==> src/rtl/pcml_pkg.sv <==
// ----------------------------------------------------------------------------
// pcml_pkg: shared constants and helpers of the passivity-controlled loop
// Widths of the serial units, register indexes and saturation functions.
// ----------------------------------------------------------------------------
package pcml_pkg;

  localparam int MUL_W      = 34;
  localparam int PROD_W     = 2 * MUL_W;
  localparam int MUL_CNT_W  = $clog2(MUL_W);
  localparam int DVD_W      = 64;
  localparam int DVS_W      = 32;
  localparam int DIV_CNT_W  = $clog2(DVD_W);
  localparam int CFG_W      = 31;
  localparam int CFG_IDX_W  = 3;

  localparam logic [CFG_IDX_W-1:0] REG_PROP_GAIN     = 3'd0;
  localparam logic [CFG_IDX_W-1:0] REG_DERIV_GAIN    = 3'd1;
  localparam logic [CFG_IDX_W-1:0] REG_INTEG_GAIN    = 3'd2;
  localparam logic [CFG_IDX_W-1:0] REG_COUPLING_GAIN = 3'd3;
  localparam logic [CFG_IDX_W-1:0] REG_PC_ENABLE     = 3'd4;
  localparam logic [CFG_IDX_W-1:0] REG_FORCE_LIMIT   = 3'd5;
  localparam logic [CFG_IDX_W-1:0] REG_SLAVE_VEL_DIV = 3'd6;

  function automatic logic signed [31:0] sat32(input logic signed [71:0] v);
    logic signed [31:0] r;
    if (v > 72'sh7FFF_FFFF) begin
      r = 32'sh7FFF_FFFF;
    end else if (v < 72'shFF_FFFF_FFFF_8000_0000) begin
      r = 32'sh8000_0000;
    end else begin
      r = v[31:0];
    end
    return r;
  endfunction

  function automatic logic signed [47:0] sat48(input logic signed [71:0] v);
    logic signed [47:0] r;
    if (v > 72'sh7FFF_FFFF_FFFF) begin
      r = 48'sh7FFF_FFFF_FFFF;
    end else if (v < 72'shFF_FFFF_8000_0000_0000) begin
      r = 48'sh8000_0000_0000;
    end else begin
      r = v[47:0];
    end
    return r;
  endfunction

endpackage

==> src/rtl/pcml_mul.sv <==
// ----------------------------------------------------------------------------
// pcml_mul: bit-serial signed multiplier
// Shift-and-add on magnitudes, one multiplier bit per cycle, sign at the end.
// ----------------------------------------------------------------------------
module pcml_mul
  import pcml_pkg::*;
(
  input  logic                     clk,
  input  logic                     rst_n,
  input  logic                     start,
  input  logic signed [MUL_W-1:0]  a,
  input  logic signed [MUL_W-1:0]  b,
  output logic                     done,
  output logic signed [PROD_W-1:0] p
);

  logic                 busy_r, fin_r, done_r, neg_r;
  logic [MUL_CNT_W-1:0] cnt_r;
  logic [MUL_W-1:0]     ma_r, hi_r, lo_r;
  logic signed [PROD_W-1:0] p_r;
  logic [MUL_W:0]       sum;

  assign sum = {1'b0, hi_r} + (lo_r[0] ? {1'b0, ma_r} : '0);

  always_ff @(posedge clk) begin
    if (!rst_n) begin
      busy_r <= 1'b0;
      fin_r  <= 1'b0;
      done_r <= 1'b0;
    end else begin
      done_r <= fin_r && !start && !busy_r;
      fin_r  <= busy_r && !start && (cnt_r == MUL_CNT_W'(MUL_W - 1));
      if (start) begin
        busy_r <= 1'b1;
        cnt_r  <= '0;
        hi_r   <= '0;
        ma_r   <= a[MUL_W-1] ? MUL_W'(-a) : MUL_W'(a);
        lo_r   <= b[MUL_W-1] ? MUL_W'(-b) : MUL_W'(b);
        neg_r  <= a[MUL_W-1] ^ b[MUL_W-1];
      end else if (busy_r) begin
        hi_r  <= sum[MUL_W:1];
        lo_r  <= {sum[0], lo_r[MUL_W-1:1]};
        cnt_r <= cnt_r + 1'b1;
        if (cnt_r == MUL_CNT_W'(MUL_W - 1)) begin
          busy_r <= 1'b0;
        end
      end else if (fin_r) begin
        p_r    <= neg_r ? -$signed({hi_r, lo_r}) : $signed({hi_r, lo_r});
      end
    end
  end

  assign done = done_r;
  assign p    = p_r;

endmodule

==> config.mk <==
export PLATFORM = sky130hd
export DESIGN_NAME = pcml_mul
export DESIGN_NICKNAME = d
export VERILOG_FILES = /design/src/rtl/pcml_pkg.sv /design/src/rtl/pcml_mul.sv
export SDC_FILE = /design/constraint.sdc
export NUM_CORES = 1
export LEC_CHECK = 0
export ABC_AREA = 1
export CORE_AREA = 2 2 108 214
export DETAILED_ROUTE_END_ITERATION = 7
export DIE_AREA = 0 0 110 216
export DONT_BUFFER_PORTS = 1
export GPL_TIMING_DRIVEN = 0
export PLACE_DENSITY = 0.8
export SLEW_MARGIN = 20
export SYNTH_ARGS = -nofsm -noshare
export SYNTH_HDL_FRONTEND = slang
export SYNTH_SLANG_ARGS = --single-unit
==> constraint.sdc <==
create_clock -name clk -period 9.4 [get_ports clk]
set_input_delay 2.82 -clock clk [delete_from_list [all_inputs] [get_ports clk]]
set_output_delay 2.82 -clock clk [all_outputs]
set_load 0.01 [all_outputs]
==> After elaboration in Yosys (flattened, before gate mapping) <==
Cells that the tools add are included.
{ "classes": {"bitwise": 3, "n_addsub": 5, "reduce_logical": 10, "n_mux": 11, "eq_ne": 1} }
{ "ops": {"columns": ["op", "count"], "rows": [
  ["$mux 34", 5],
  ["$mux 68", 1],
  ["$neg 34->34", 2],
  ["$neg 68->68", 1],
  ["$add 34x34->35", 1],
  ["$mux 33", 1],
  ["$add 6x1->6 const B", 1],
  ["$eq 6x6->1 const B", 1],
  ["$mux 6", 1],
  ["$logic_and 1x1->1", 4],
  ["$reduce_and 2->1", 2],
  ["$reduce_and 4->1", 1],
  ["$mux 1", 3],
  ["$logic_not 1->1", 2],
  ["$not 1->1", 2],
  ["$reduce_bool 2->1", 1],
  ["$xor 1x1->1", 1]
]} }
{ "word_totals": {"wordCells": 40, "register_bits": 180} }

==> Depth between registers and ports, before layout <==
{ "logic_depth": {"depth_word": 4, "mapped_depth": 19, "mapped_depth_nobuf": 17} }

==> Worst setup path after synthesis <==
No wires, ideal clock.
{ "synth_timing": {"path_kind": "input-to-reg", "from": "input port start", "to": "register p_r[0], in the netlist p[0] (enable)", "cell_stages": 3, "setup_slack_ps": 930, "path_buffers": 2, "arrival_time_ps": 7892, "setup_time_ps": 578, "cell_sequence": "clkbuf_1 > clkbuf_1 > nor3_1"} }
{ "synth_between": {"elab_chain_cells": 2} }
{ "synth_lines": {"columns": ["element", "line", "text"], "rows": [
  ["start: declaration", "pcml_mul.sv:10", "input logic start,"],
  ["$not 1->1 (no source line)", null, null],
  ["$reduce_and 4->1 (no source line)", null, null],
  ["end signal: assignment", "pcml_mul.sv:48", "p_r <= neg_r ? -$signed({hi_r, lo_r}) : $signed({hi_r, lo_r});"],
  ["end: declaration", "pcml_mul.sv:20", "logic signed [PROD_W-1:0] p_r;"]
]} }
Every way passes these cells.
A chain may end at the register's enable or synchronous reset.

==> Worst setup path after layout <==
{ "layout_timing": {"from": "input port start", "to": "register p_r[67], in the netlist p[67] (enable)"} }
Same word-level chain as after synthesis.

==> out/metrics.cfg <==
[final_layout]
nFillCells = 1985
nets = 1963
regArea_um2 = 5380
multi_input_area_um2 = 6660
drive_gt1_frac = 0.0397
area_growth_pct = 8.39
final_core_util = 0.643

[logic_synthesis]
synthFlopType = edfxtp_1
ys_ff_latch = 180
synth_area_um2 = 13100
syn_area_per_cell_um2 = 7.17
synth.distinct_cells = 40
synthCells = 1824
syn_nets = 1935
yosysWarningCount = 0
ys_seq_area_frac = 0.411
synth_edf_count = 177
ys_async_sr_fraction = 0

[drt]
via_count = 12400
drt_iter0_drc = 969
detail_route.first_pass.iterations = 6
post_drt_wl_per_cell_um = 21.3
wl_um = 45600
drcViolationCount = 0
via_per_inst = 5.79
ant_nets = 0

[sta]
fin_crit_ns = 5.33
fin_skew_ns = 0.0118
fmax_mhz = 188
finalSetupViolCount = 0
tightest_slew_ns = 0.877
period_share = 0.567
slew_violations = 0
relSlewSlack = 0.415
hold_violations = 0
rsz0062_at_grt = false
hold_ws_ns = 0.464
finalWorstSetupSlack_ns = 4.07

[critical_path]
cp.required_ns = 9.56
path_buf_inv = 8
worstPathCellList = clkbuf_1 -> clkbuf_1 -> nor3_2 -> buf_4 -> buf_4 -> buf_4 -> buf_4 -> buf_4 -> buf_6
cp_slowest_cell = nor3_2
crit_family = buffers and inverters
worst-path-stages = 9
max_stage_delay_ns = 0.63
path_class = input pin to flip-flop
crit_fanout = 12
end_kind = flip-flop
arrival_ns = 5.49
cp_common_cell = buf_4
startpoint_type = input pin
r2r_cells = 17

[placement]
gp_congestion = 1.01
dpl.hpwl_um = 37100
io_buffers = 0
pre_cts_slack_ns = 3.60

[cts]
clockBufferDepth = 2
clock_sinks = 180
clk_latency_ns = 0.46
cts_buffers = 17
cts-resized-gates = 0
post_cts_buffers = 0
hold_buffers = 0
cts_tree = yes
cts-root-buf = clkbuf_16
clk_pin_slew_ns = 0.07
h-tree-depth = 4

[floorplan]
die_h_um = 216
die_w_um = 110
num_rows = 77
dieArea_um2 = 23800
io_pins = 140
initial_core_util = 0.593
core_area_um2 = 22100

[run_status]
status = finished, final reports clean

[global_routing]
grt_usage = 0.397
grt-ovfl-total = 0
antenna_found_initial = 1
grt_max_degree = 36
grt_pass1_wl_um = 68000
grt_pass1_vias = 12700

[power_and_ir_drop]
power_switching_uw = 693
vdd_drop_max_mv = 0.119
p_clk_frac = 0.345
swShare = 0.316
power.leakage_uw = 0.00627
power_density_nw_per_um2 = 155
p_int_uw = 1500
power.share.sequential = 0.453
p_comb_frac = 0.202

[run]
maxCapViolCount = 0

[min_path]
hold_path.class = flip-flop to flip-flop
holdPathStages = 2

cells in the mapped netlist (18+ instances only):
master | number | share of area
a21oi_1 | 64 | 0.024
xor2_1 | 83 | 0.056
nand4_1 | 37 | 0.018
ha_1 | 39 | 0.037
nand2_1 | 561 | 0.16
edfxtp_1 | 177 | 0.41
nand3_1 | 103 | 0.039
nor2_1 | 288 | 0.083
o21ai_0 | 95 | 0.036
xnor2_1 | 18 | 0.012
clkbuf_1 | 23 | 0.0066
inv_1 | 244 | 0.070
nor3_1 | 23 | 0.0088
area by class of cell:
cell class	instances	area share
clock inverters	13	0.0119
repair buffers	9	0.00927
flip-flops and latches	180	0.379
inverters	246	0.0652
clock buffers	19	0.0305
multi-input cells	1365	0.470
plain buffers	33	0.00962
well taps	276	0.0244
diodes	1	0.000177
layer usage:
layer / up-vias / track usage / share of wire
li1: 5937 / - / -
met1: 5606 / 0.328 / 0.29
met5: - / 0 / 0
met3: 279 / 0.0861 / 0.060
met4: 0 / 0.443 / 0.14
met2: 582 / 0.695 / 0.51
state kept, by name (all words and copies together) (netlist names):
name	cells
hi_r	34
busy_r	1
done	1
cnt_r	6
neg_r	1
lo_r	34
ma_r	34
p	68
fin_r	1
cells in the final DEF, fill, tap and decap left out, drive strengths merged:
cell,n
nor3,24
dfxtp,3
bufinv,3
o31ai,1
o21bai,6
buf,19
o21a,3
and2,1
fa,1
inv,251
o21ai,102
o211ai,1
nand4,37
clkinv,4
nand3,107
nor3b,3
or2,1
a21oi,64
ha,39
clkinvlp,1
xnor2,18
a31oi,4
a21o,1
diode,1
edfxtp,177
nand3b,1
xor2,83
nor2,298
nor4,3
clkbuf,42
nand2,567
kinds of logic (layout without fill, tap and decap cells):
kind of cell,after synthesis,after routing,synth area share
buffers and inverters,279,320,0.0811
other,0,1,0
adder cells (fa/ha/maj),40,40,0.0388
AO/OA/AOI/OAI,182,182,0.0741
XOR/XNOR,101,101,0.0676
AND/OR/NAND/NOR,1042,1042,0.327
flip-flops,180,180,0.411
worst paths after layout:
check	from	end	slack, ns
max	start	p[67]	4.07
min	fin_r	done	0.46
max reg2reg	lo_r[0]	hi_r[29]	5.81
min reg2reg	fin_r	done	0.46
metrics by stage:
step | TNS, ns | total power, uW | instances | area (um2)
6_report | 0 | 2200 | 2142 | 14200
5_1_grt | 0 | 2270 | 2141 | 14200
4_1_cts | 0 | 2180 | 2141 | 14200
3_5_place_dp | 0 | 1440 | 2109 | 13600
3_3_place_gp | -61.39 | 1430 | 2100 | 13400
2_1_floorplan | 0 | 1300 | 1824 | 13100
worst register-to-register path, delay by kind of cell, from the launching register on:
| kind | cells | cell delay (ns) |
|---|---|---|
| buffers and inverters | 5 | 1.09 |
| DFF | 1 | 0.37 |
| adders and majority gates | 2 | 0.62 |
| and+or+nand+nor | 9 | 1.10 |
| AOI/OAI and AO/OA | 1 | 0.16 |
power groups by stage:
| stage | clock [uW] | combinational [uW] | sequential, uW |
|---|---|---|---|
| finish | 758 | 444 | 994 |
| global route | 783 | 492 | 996 |
| CTS | 751 | 436 | 991 |
| detailed placement | 0 | 434 | 1010 |
| global placement | 0 | 418 | 1010 |
| floorplan | 0 | 309 | 986 |
Note: power is estimated with default switching activity, not from simulation.
