--- config.mk ---
export PLATFORM = sky130hd
export DESIGN_NAME = pcml_div
export DESIGN_NICKNAME = d
export VERILOG_FILES = /design/src/rtl/pcml_pkg.sv /design/src/rtl/pcml_div.sv
export SDC_FILE = /design/constraint.sdc
export NUM_CORES = 1
export LEC_CHECK = 0
export BUFFER_PORTS_ARGS = -buffer_cell sky130_fd_sc_hd__buf_2
export CORE_ASPECT_RATIO = 0.6
export CORE_MARGIN = 5
export CORE_UTILIZATION = 45
export CTS_CLUSTER_DIAMETER = 40
export DETAILED_ROUTE_END_ITERATION = 10
export PLACE_DENSITY = 0.78
export SLEW_MARGIN = 40
export SYNTH_ARGS = -nofsm -noshare
export SYNTH_HDL_FRONTEND = slang
export SYNTH_SLANG_ARGS = --single-unit
export TNS_END_PERCENT = 100
--- constraint.sdc ---
create_clock -name clk -period 4.81 [get_ports clk]
set_input_delay 0.481 -clock clk [delete_from_list [all_inputs] [get_ports clk]]
set_output_delay 0.481 -clock clk [all_outputs]
set_load 0.01 [all_outputs]
--- src/rtl/pcml_pkg.sv ---
// ----------------------------------------------------------------------------
// pcml_pkg: shared constants and helpers of the passivity-controlled loop
// Widths of the serial units, register indexes and saturation functions.
// ----------------------------------------------------------------------------
package pcml_pkg;

  localparam int MUL_W      = 34;
  localparam int PROD_W     = 2 * MUL_W;
  localparam int MUL_CNT_W  = $clog2(MUL_W);
  localparam int DVD_W      = 64;
  localparam int DVS_W      = 32;
  localparam int DIV_CNT_W  = $clog2(DVD_W);
  localparam int CFG_W      = 31;
  localparam int CFG_IDX_W  = 3;

  localparam logic [CFG_IDX_W-1:0] REG_PROP_GAIN     = 3'd0;
  localparam logic [CFG_IDX_W-1:0] REG_DERIV_GAIN    = 3'd1;
  localparam logic [CFG_IDX_W-1:0] REG_INTEG_GAIN    = 3'd2;
  localparam logic [CFG_IDX_W-1:0] REG_COUPLING_GAIN = 3'd3;
  localparam logic [CFG_IDX_W-1:0] REG_PC_ENABLE     = 3'd4;
  localparam logic [CFG_IDX_W-1:0] REG_FORCE_LIMIT   = 3'd5;
  localparam logic [CFG_IDX_W-1:0] REG_SLAVE_VEL_DIV = 3'd6;

  function automatic logic signed [31:0] sat32(input logic signed [71:0] v);
    logic signed [31:0] r;
    if (v > 72'sh7FFF_FFFF) begin
      r = 32'sh7FFF_FFFF;
    end else if (v < 72'shFF_FFFF_FFFF_8000_0000) begin
      r = 32'sh8000_0000;
    end else begin
      r = v[31:0];
    end
    return r;
  endfunction

  function automatic logic signed [47:0] sat48(input logic signed [71:0] v);
    logic signed [47:0] r;
    if (v > 72'sh7FFF_FFFF_FFFF) begin
      r = 48'sh7FFF_FFFF_FFFF;
    end else if (v < 72'shFF_FFFF_8000_0000_0000) begin
      r = 48'sh8000_0000_0000;
    end else begin
      r = v[47:0];
    end
    return r;
  endfunction

endpackage

--- src/rtl/pcml_div.sv ---
// ----------------------------------------------------------------------------
// pcml_div: bit-serial unsigned restoring divider
// One quotient bit per cycle; the quotient stays valid until the next start.
// ----------------------------------------------------------------------------
module pcml_div
  import pcml_pkg::*;
(
  input  logic             clk,
  input  logic             rst_n,
  input  logic             start,
  input  logic [DVD_W-1:0] dvd,
  input  logic [DVS_W-1:0] dvs,
  output logic             done,
  output logic [DVD_W-1:0] q
);

  logic                 busy_r, done_r;
  logic [DIV_CNT_W-1:0] cnt_r;
  logic [DVS_W-1:0]     rem_r, d_r;
  logic [DVD_W-1:0]     q_r;
  logic [DVS_W:0]       rs;
  logic [DVS_W+1:0]     diff;

  assign rs   = {rem_r, q_r[DVD_W-1]};
  assign diff = {1'b0, rs} - {2'b00, d_r};

  always_ff @(posedge clk) begin
    if (!rst_n) begin
      busy_r <= 1'b0;
      done_r <= 1'b0;
    end else begin
      done_r <= busy_r && !start && (cnt_r == DIV_CNT_W'(DVD_W - 1));
      if (start) begin
        busy_r <= 1'b1;
        cnt_r  <= '0;
        rem_r  <= '0;
        d_r    <= dvs;
        q_r    <= dvd;
      end else if (busy_r) begin
        rem_r <= diff[DVS_W+1] ? rs[DVS_W-1:0] : diff[DVS_W-1:0];
        q_r   <= {q_r[DVD_W-2:0], ~diff[DVS_W+1]};
        cnt_r <= cnt_r + 1'b1;
        if (cnt_r == DIV_CNT_W'(DVD_W - 1)) begin
          busy_r <= 1'b0;
        end
      end
    end
  end

  assign done = done_r;
  assign q    = q_r;

endmodule

* Yosys cells after proc, flatten, opt, wreduce, memory -nomap -nowiden
Cells that the tools add are included.
** Word-level totals
- Register bits :: 136
- Output and inout port bits :: 65
- Word-level logic and storage cells :: 24
** Cells by class
- Add/sub/neg operators :: 2
- Equality and inequality tests :: 1
- Muxes and demuxes :: 8
- Bitwise operators :: 1
- Reduce and logical (&&, ||, !) cells :: 6
** Operator list (count)
- $mux 64 :: 2
- $mux 32 :: 2
- $sub 33x32->34 :: 1
- $add 6x1->6 const B :: 1
- $eq 6x6->1 const B :: 1
- $mux 6 :: 1
- $reduce_and 2->1 :: 2
- $mux 1 :: 3
- $logic_and 1x1->1 :: 2
- $reduce_bool 2->1 :: 1
- $logic_not 1->1 :: 1
- $not 1->1 :: 1

* Logic depth before layout (Yosys ltp)
Gate-level depths: netlist (run 1).
- Depth after elaboration :: 4
- Gate-level depth with buffers :: 14
- Gate-level depth less buffers :: 13

* Least setup slack after synthesis (run 1)
OpenSTA, ideal clock, no wires.
- Kind :: input port to flip-flop
- From :: input start
- To :: register cnt_r[0] (enable)
- Arrival :: 3.645 ns
- Required time :: 4.341 ns
- Setup slack :: 0.696 ns
- Stages :: 4
- Path buffers :: 3
- Cell sequence :: clkbuf_1 > clkbuf_1 > buf_1 > o21a_1
** Between the ends
- Word-level cells in the longest chain between the ends :: 2
** Ends and longest elaborated chain
- start: declaration :: RTL line pcml_div.sv:10 : input logic start,
- $reduce_bool 2->1 (no source line)
- $reduce_and 2->1 (no source line)
- end signal: assignment :: RTL line pcml_div.sv:42 : cnt_r <= cnt_r + 1'b1;
- end: declaration :: RTL line pcml_div.sv:18 : logic [DIV_CNT_W-1:0] cnt_r;
Every way passes these cells.
A chain may end at the register's enable or synchronous reset.

* Final worst setup path (run 1)
- From :: register q_r[63] (netlist: q[63])
- To :: register rem_r[30], data pin
** Between the ends
- Word-level cells in the longest chain between the ends :: 3
** Ends and longest elaborated chain
- start: declaration :: RTL line pcml_div.sv:20 : logic [DVD_W-1:0] q_r;
- start signal: assignment :: RTL line pcml_div.sv:38 : q_r <= dvd;
- start signal: assignment :: RTL line pcml_div.sv:41 : q_r <= {q_r[DVD_W-2:0], ~diff[DVS_W+1]};
- $sub 33x32->34 :: RTL line pcml_div.sv:25 : assign diff = {1'b0, rs} - {2'b00, d_r};
- $mux 32 :: RTL line pcml_div.sv:40 : rem_r <= diff[DVS_W+1] ? rs[DVS_W-1:0] : diff[DVS_W-1:0];
- $mux 32 :: RTL line pcml_div.sv:39 : end else if (busy_r) begin
- end signal: assignment :: RTL line pcml_div.sv:40
- end: declaration :: RTL line pcml_div.sv:19 : logic [DVS_W-1:0] rem_r, d_r;
Every way passes these cells. The select of a mux whose other input is x is not followed.

==> impl_metrics.toml, run 1 <==
[timing]
tightest_slew_ns = 0.753
rsz0062_at_grt = "false"
slew_violations = 0
finClkSkew_ns = 0.00924
finalCritPeriodShare = 0.683
period_needed_ns = 3.29
relSlewSlack = 0.497
fin_setup_tns_ns = 0
fmax_mhz = 304
setup_violations = 0
hold_viol_final = 0
hold_slack_ns = 0.236

[logic_synthesis]
synthMostInstantiatedCell = "edfxtp_1"
synth_area_leaders = "edfxtp_1, mux2_2, ha_1"
ys_types = 62
synthFlopType = "edfxtp_1"
yosysTopAreaCellShare = 0.559
ys_seq_area_frac = 0.564
synthesis.area_um2 = 7200
synth_nets = 698
synth_common_cells = "edfxtp_1, mux2_2, inv_1"
avgSynthCellArea_um2 = 12.8
synth_edf_count = 134
syn_inst = 565
synth_seq_cells = 136
yosysWarnings = 0
synth_top_area_cell = "edfxtp_1"
synthArstFlopShare = 0

[place]
hpwl_um = 11800
finalWeightedCongestion = 0.896
dpl.cell_count = 914
port_buffers = 163
place_area_um2 = 8210

[detailed_routing]
post-route-drc-count = 0
antenna_left = 0
vias_per_cell = 5.32
routed_wl_um = 16700
firstDrtPassIters = 5
wl_per_cell_um = 17.6
num_vias = 5034
drt_iter0_drc = 370

[clock_network]
cts.sinks = 136
clkTransAtPathRegs_ns = 0.07
tritoncts = "built"
cts_setup_buffers = 0
clk_latency_ns = 0.42
clk_path_buf_depth = 2
root_buffer = "clkbuf_16"
ctsResizeCount = 0
hold_buffers = 0
cts_buffers = 17
cts_max_level = 4

[die]
start_util = 0.465
row_count = 35
die_x_um = 173
die_y_um = 108
dieArea_um2 = 18700
num_io_pins = 164
coreArea_um2 = 15500

[worst_hold_path]
hp-class = "primary input to flip-flop"

[layout]
n_fill_cell = 1305
layout.nets = 863
diodes = 0
syn2layout_area_growth_pct = 22.2
stdcell_count = 946
drive_above_1_share = 0.382
design_area_um2 = 8810

[global_routing]
met1_usage = 0.256
gr-max-usage-layer = "met2"
grt_overflow = 0
grt_pass1_vias = 4954
grtUsageTotal = 0.173
grt_pass1_wl_um = 26100
grt_use_met2 = 0.258
antenna_found_initial = 0
grt_max_degree = 57
use_met3 = 0.0363

[power_and_ir_drop]
peakVddDrop_mv = 0.242
power_density_nw_per_um2 = 404
power_w = 0.00356
power.leakage_nw = 3.68

[flow_run]
maxCapViolCount = 0

[critical_path]
critical_path_class = "flip-flop to flip-flop"
r2r-start = "q[63]"
startpoint = "q[63]"
required_ns = 4.98
cp-start-kind = "flip-flop"
cp.arrival_ns = 3.46
critPathCapture = "rem_r[30]"
ff2ff_setup_slack_ns = 1.52
timing.rr.end = "rem_r[30]"
reg2reg_depth = 13
endpoint_kind = "flip-flop"
path_max_fanout = 3

[outcome]
status = "complete, no violations"
==> cell families after synthesis <==
logic type / after synthesis / share of synthesized area
flops: 136 / 0.564
compound gates: 115 / 0.114
simple gates: 115 / 0.0738
mux: 76 / 0.117
buf+inv: 62 / 0.0389
fa+ha+maj: 34 / 0.0601
xor+xnor: 27 / 0.0328
==> per-stage QoR <==
stage               utilization  setup slack (ns)
floorplan                     -             0.696
global placement          0.528              1.65
detailed placement        0.529              1.56
CTS                       0.568              1.53
global route              0.568              1.35
finish                    0.568              1.52
==> registers in the layout, indices dropped and copies added, names as in the netlist <==
register and count:
q 64, d_r 32, cnt_r 6, busy_r 1, rem_r 32, done 1
==> cells in the final DEF (no fill, tap or decap), types with 4 or more instances in the layout <==
cell,netlist,layout
a211oi_1,4,4
a211oi_2,4,4
a21o_1,13,13
a21oi_1,37,37
and2_1,5,4
and3_1,5,5
buf_2,1,162
buf_4,1,5
clkbuf_16,0,17
edfxtp_1,134,134
ha_1,33,33
inv_1,40,40
inv_6,0,4
inv_8,0,6
mux2_2,63,63
mux2i_1,13,13
nand2_1,39,39
nand3_1,6,6
nand4_1,7,7
nor2_1,33,33
nor3_1,4,4
o21a_1,5,4
o21ai_0,16,16
o21ai_1,4,4
xnor2_1,16,16
xor2_1,11,11
==> area by class of cell <==
cell class / instances / area [um^2] / area share
Inverter: 40 / 150 / 0.0171
Sequential cell: 136 / 4060 / 0.461
Timing Repair Buffer: 168 / 868 / 0.0986
Multi-Input combinational cell: 367 / 2870 / 0.326
Tap cell: 203 / 254 / 0.0288
Clock inverter: 15 / 173 / 0.0196
Clock buffer: 17 / 425 / 0.0483
==> worst max-delay path, cell delays in order (launching register included) <==
cell       delay (ns)
edfxtp_1         0.40
inv_1            0.08
ha_1             0.16
inv_1            0.05
fa_1             0.40
a21o_1           0.21
a221o_2          0.36
nand4_1          0.22
a2111oi_2        0.12
o2111a_1         0.30
a211oi_2         0.32
o21ai_2          0.12
xnor2_1          0.13
a22o_1           0.17
==> power by group <==
part           total, W  leakage, nW  switching [W]  internal [W]
registers       0.00148         1.30      0.0000492       0.00143
logic          0.000754         2.09       0.000425      0.000329
clock network   0.00132        0.289       0.000580      0.000744
total           0.00356         3.68        0.00105       0.00251
==> worst min path at each step <==
stage,from,to,cells after the start,slack (ns)
final,dvs[6],d_r[6],1,0.24
after global routing,dvs[6],d_r[6],1,0.22
after CTS,dvs[6],d_r[6],1,0.22
after detailed placement,busy_r,done,2,0.46
after global placement,busy_r,done,2,0.45
after floorplan,busy_r,done,2,0.43
==> layer usage <==
layer / share of wire / wire length, um
met5: 0 / 0
met4: 0.014 / 230
met3: 0.044 / 739
met2: 0.45 / 7510
met1: 0.49 / 8180
Note: power is estimated with default switching activity, not from simulation.
==> inputs of run 2 (changes only) <==
- ABC_AREA: not set -> 1
- PLACE_DENSITY: 0.78 -> 0.8
- clock period: 4.81 -> 2.7 ns (I/O delays scaled with it)
==> run 2 against run 1 <==
Net effect: total power increased by 100%; critical path type unchanged; register-to-register slack got worse by 1.4 ns; sequential share of layout area decreased by 6.1 points; die area up 15%; highest routed layer unchanged; largest cell class unchanged; maximum frequency rose by 27%; critical endpoint unchanged.
==> impl_metrics.toml, run 2 <==
[die]
num_io_pins = 164
coreArea_um2 = 18200
die_y_um = 116
dieArea_um2 = 21600
die_x_um = 186
start_util = 0.462
row_count = 38

[worst_hold_path]
hp-class = "primary input to flip-flop"

[logic_synthesis]
synthMostInstantiatedCell = "nand2_1"
synthesis.area_um2 = 8380
avgSynthCellArea_um2 = 7.68
synthArstFlopShare = 0
muxShareOfSynthArea = 0
synthSimpleGateAreaFrac = 0.337
synth_seq_cells = 136
ys_types = 37
yosysWarnings = 0
syn_inst = 1092
synth_compound_area_frac = 0.0164
yosysTopAreaCellShare = 0.480
ys_seq_area_frac = 0.485
synth_area_leaders = "edfxtp_1, nand2_1, inv_1"
synth_nets = 1225
synth_top_area_cell = "edfxtp_1"
synth_edf_count = 134
synth_common_cells = "nand2_1, inv_1, edfxtp_1"
synth-xor-area-share = 0.0157
synth_top_family_by_area = "simple AND/OR/NAND/NOR gates"
synth-adder-area-share = 0.0516
synthFlopType = "edfxtp_1"

[place]
finalWeightedCongestion = 1.06
port_buffers = 163
hpwl_um = 17600
place_area_um2 = 9520

[global_routing]
grt_pass1_vias = 7089
grt_pass1_wl_um = 36600
grtUsageTotal = 0.217
grt_max_degree = 45
antenna_found_initial = 0
grt_overflow = 0

[flow_run]
maxCapViolCount = 0

[critical_path]
cp.arrival_ns = 2.77
cpMostUsedCell = "nand2_1"
crit_slowest_cell = "edfxtp_1"
critical_path_class = "flip-flop to flip-flop"
slowest_delay_ns = 0.40
path_max_fanout = 4
crit_chain = "inv_1 -> ha_1 -> inv_1 -> fa_2 -> nand3_1 -> nand3_2 -> nand2_1 -> nand2_1 -> nand2_1 -> nand2_1 -> nand2_1 -> nand2_1 -> nand2_1 -> nand3_1 -> nand2_1 -> inv_1"
required_ns = 2.88
cp-start-kind = "flip-flop"
endpoint_kind = "flip-flop"

[outcome]
status = "complete, no violations"

[clock_network]
clk_latency_ns = 0.42
cts.sinks = 136
cts_max_level = 4
root_buffer = "clkbuf_16"
cts_buffers = 17
tritoncts = "built"
clk_path_buf_depth = 2
clkTransAtPathRegs_ns = 0.06

[timing]
setup_violations = 0
fin_setup_tns_ns = 0
period_needed_ns = 2.59
relSlewSlack = 0.688
hold_slack_ns = 0.0190
slew_violations = 0
finalCritPeriodShare = 0.960
tightest_slew_ns = 0.468
hold_viol_final = 0
finClkSkew_ns = 0.0113
fmax_mhz = 386

[detailed_routing]
post-route-drc-count = 0
num_vias = 7450
drt_iter0_drc = 758
wl_per_cell_um = 15.2
antenna_left = 0
firstDrtPassIters = 5
routed_wl_um = 23000
vias_per_cell = 4.90

[layout]
syn2layout_area_growth_pct = 20.9
drive_above_1_share = 0.190
largest_register_ff_count = 64
design_area_um2 = 10100
layout_commonest_cell = "nand2_1"
diodes = 0
layout.nets = 1400
final_cell_mix = "nand2_1, inv_1, buf_2"

[power_and_ir_drop]
power_density_nw_per_um2 = 709
power_w = 0.00718
peakVddDrop_mv = 0.489
power.leakage_nw = 5.35
[run 2: cell types whose count changed in the layout (fill, tap and decap cells not counted), moves of 14 or more]
cell	delta
nand3_1	+25
o21ai_0	-14
nor2_1	+56
xnor2_1	-15
nand3b_1	+19
inv_1	+133
nand2_1	+458
mux2_2	-63
a21oi_1	-19
[run 2: logic make-up (layout without fill, tap and decap cells)]
| logic type | Yosys count | in the layout |
|---|---|---|
| simple gates | 682 | 682 |
| buf+inv | 201 | 389 |
| flops | 136 | 136 |
| fa+ha+maj | 34 | 34 |
| compound gates | 24 | 24 |
| xor+xnor | 15 | 15 |
[run 2: through the flow]
stage	instances	utilization	setup slack (ns)
finish	1520	0.558	0.107
global route	1520	0.558	-0.00501
CTS	1518	0.556	0.0407
detailed placement	1486	0.524	0.0608
global placement	1486	0.524	0.107
floorplan	1092	-	0.140
[run 2: final cells by class]
| type | count | area (um^2) |
|---|---|---|
| clock buffer | 17 | 425 |
| multi-input combinational | 755 | 3550 |
| timing repair buffer | 179 | 966 |
| sequential | 136 | 4060 |
| clock inverter | 15 | 163 |
| inverter | 178 | 673 |
| tap | 240 | 300 |
| fill | 1753 | 8030 |
[run 2: repair_timing]
action                                  4_1_cts  5_1_grt
setup buffers                                 0        0
hold buffers                                  0        2
endpoints found under the hold margin         0        2
gates resized for setup                       0        3
endpoints found under the setup margin        0        4
[run 2: worst max-delay path, delay by kind of cell, from the launching register on]
family	cells	cell delay (ns)
simple gates	11	1.19
fa+ha+maj	2	0.53
flops	1	0.40
buf+inv	3	0.24
[run 2: layer usage]
layer / up-vias / global-route usage / wire length [um]
met5: - / 0 / 0
met1: 3408 / 0.338 / 11400
li1: 3724 / - / -
met4: 0 / 0.0378 / 200
met3: 17 / 0.0637 / 2170
met2: 301 / 0.303 / 9220
[run 2: final timing paths]
| kind | startpoint | end | slack [ns] | cells after the start |
|---|---|---|---|---|
| max | q[63] | rem_r[30] | 0.11 | 16 |
| min | dvs[16] | d_r[16] | 0.02 | 1 |
| max reg2reg | q[63] | rem_r[30] | 0.11 | 16 |
| min reg2reg | q[61] | q[62] | 0.54 | 2 |
[run 2: report_power, final]
part / internal [W] / switching, W
clock network: 0.00138 / 0.000978
registers: 0.00261 / 0.000112
logic: 0.000721 / 0.00138
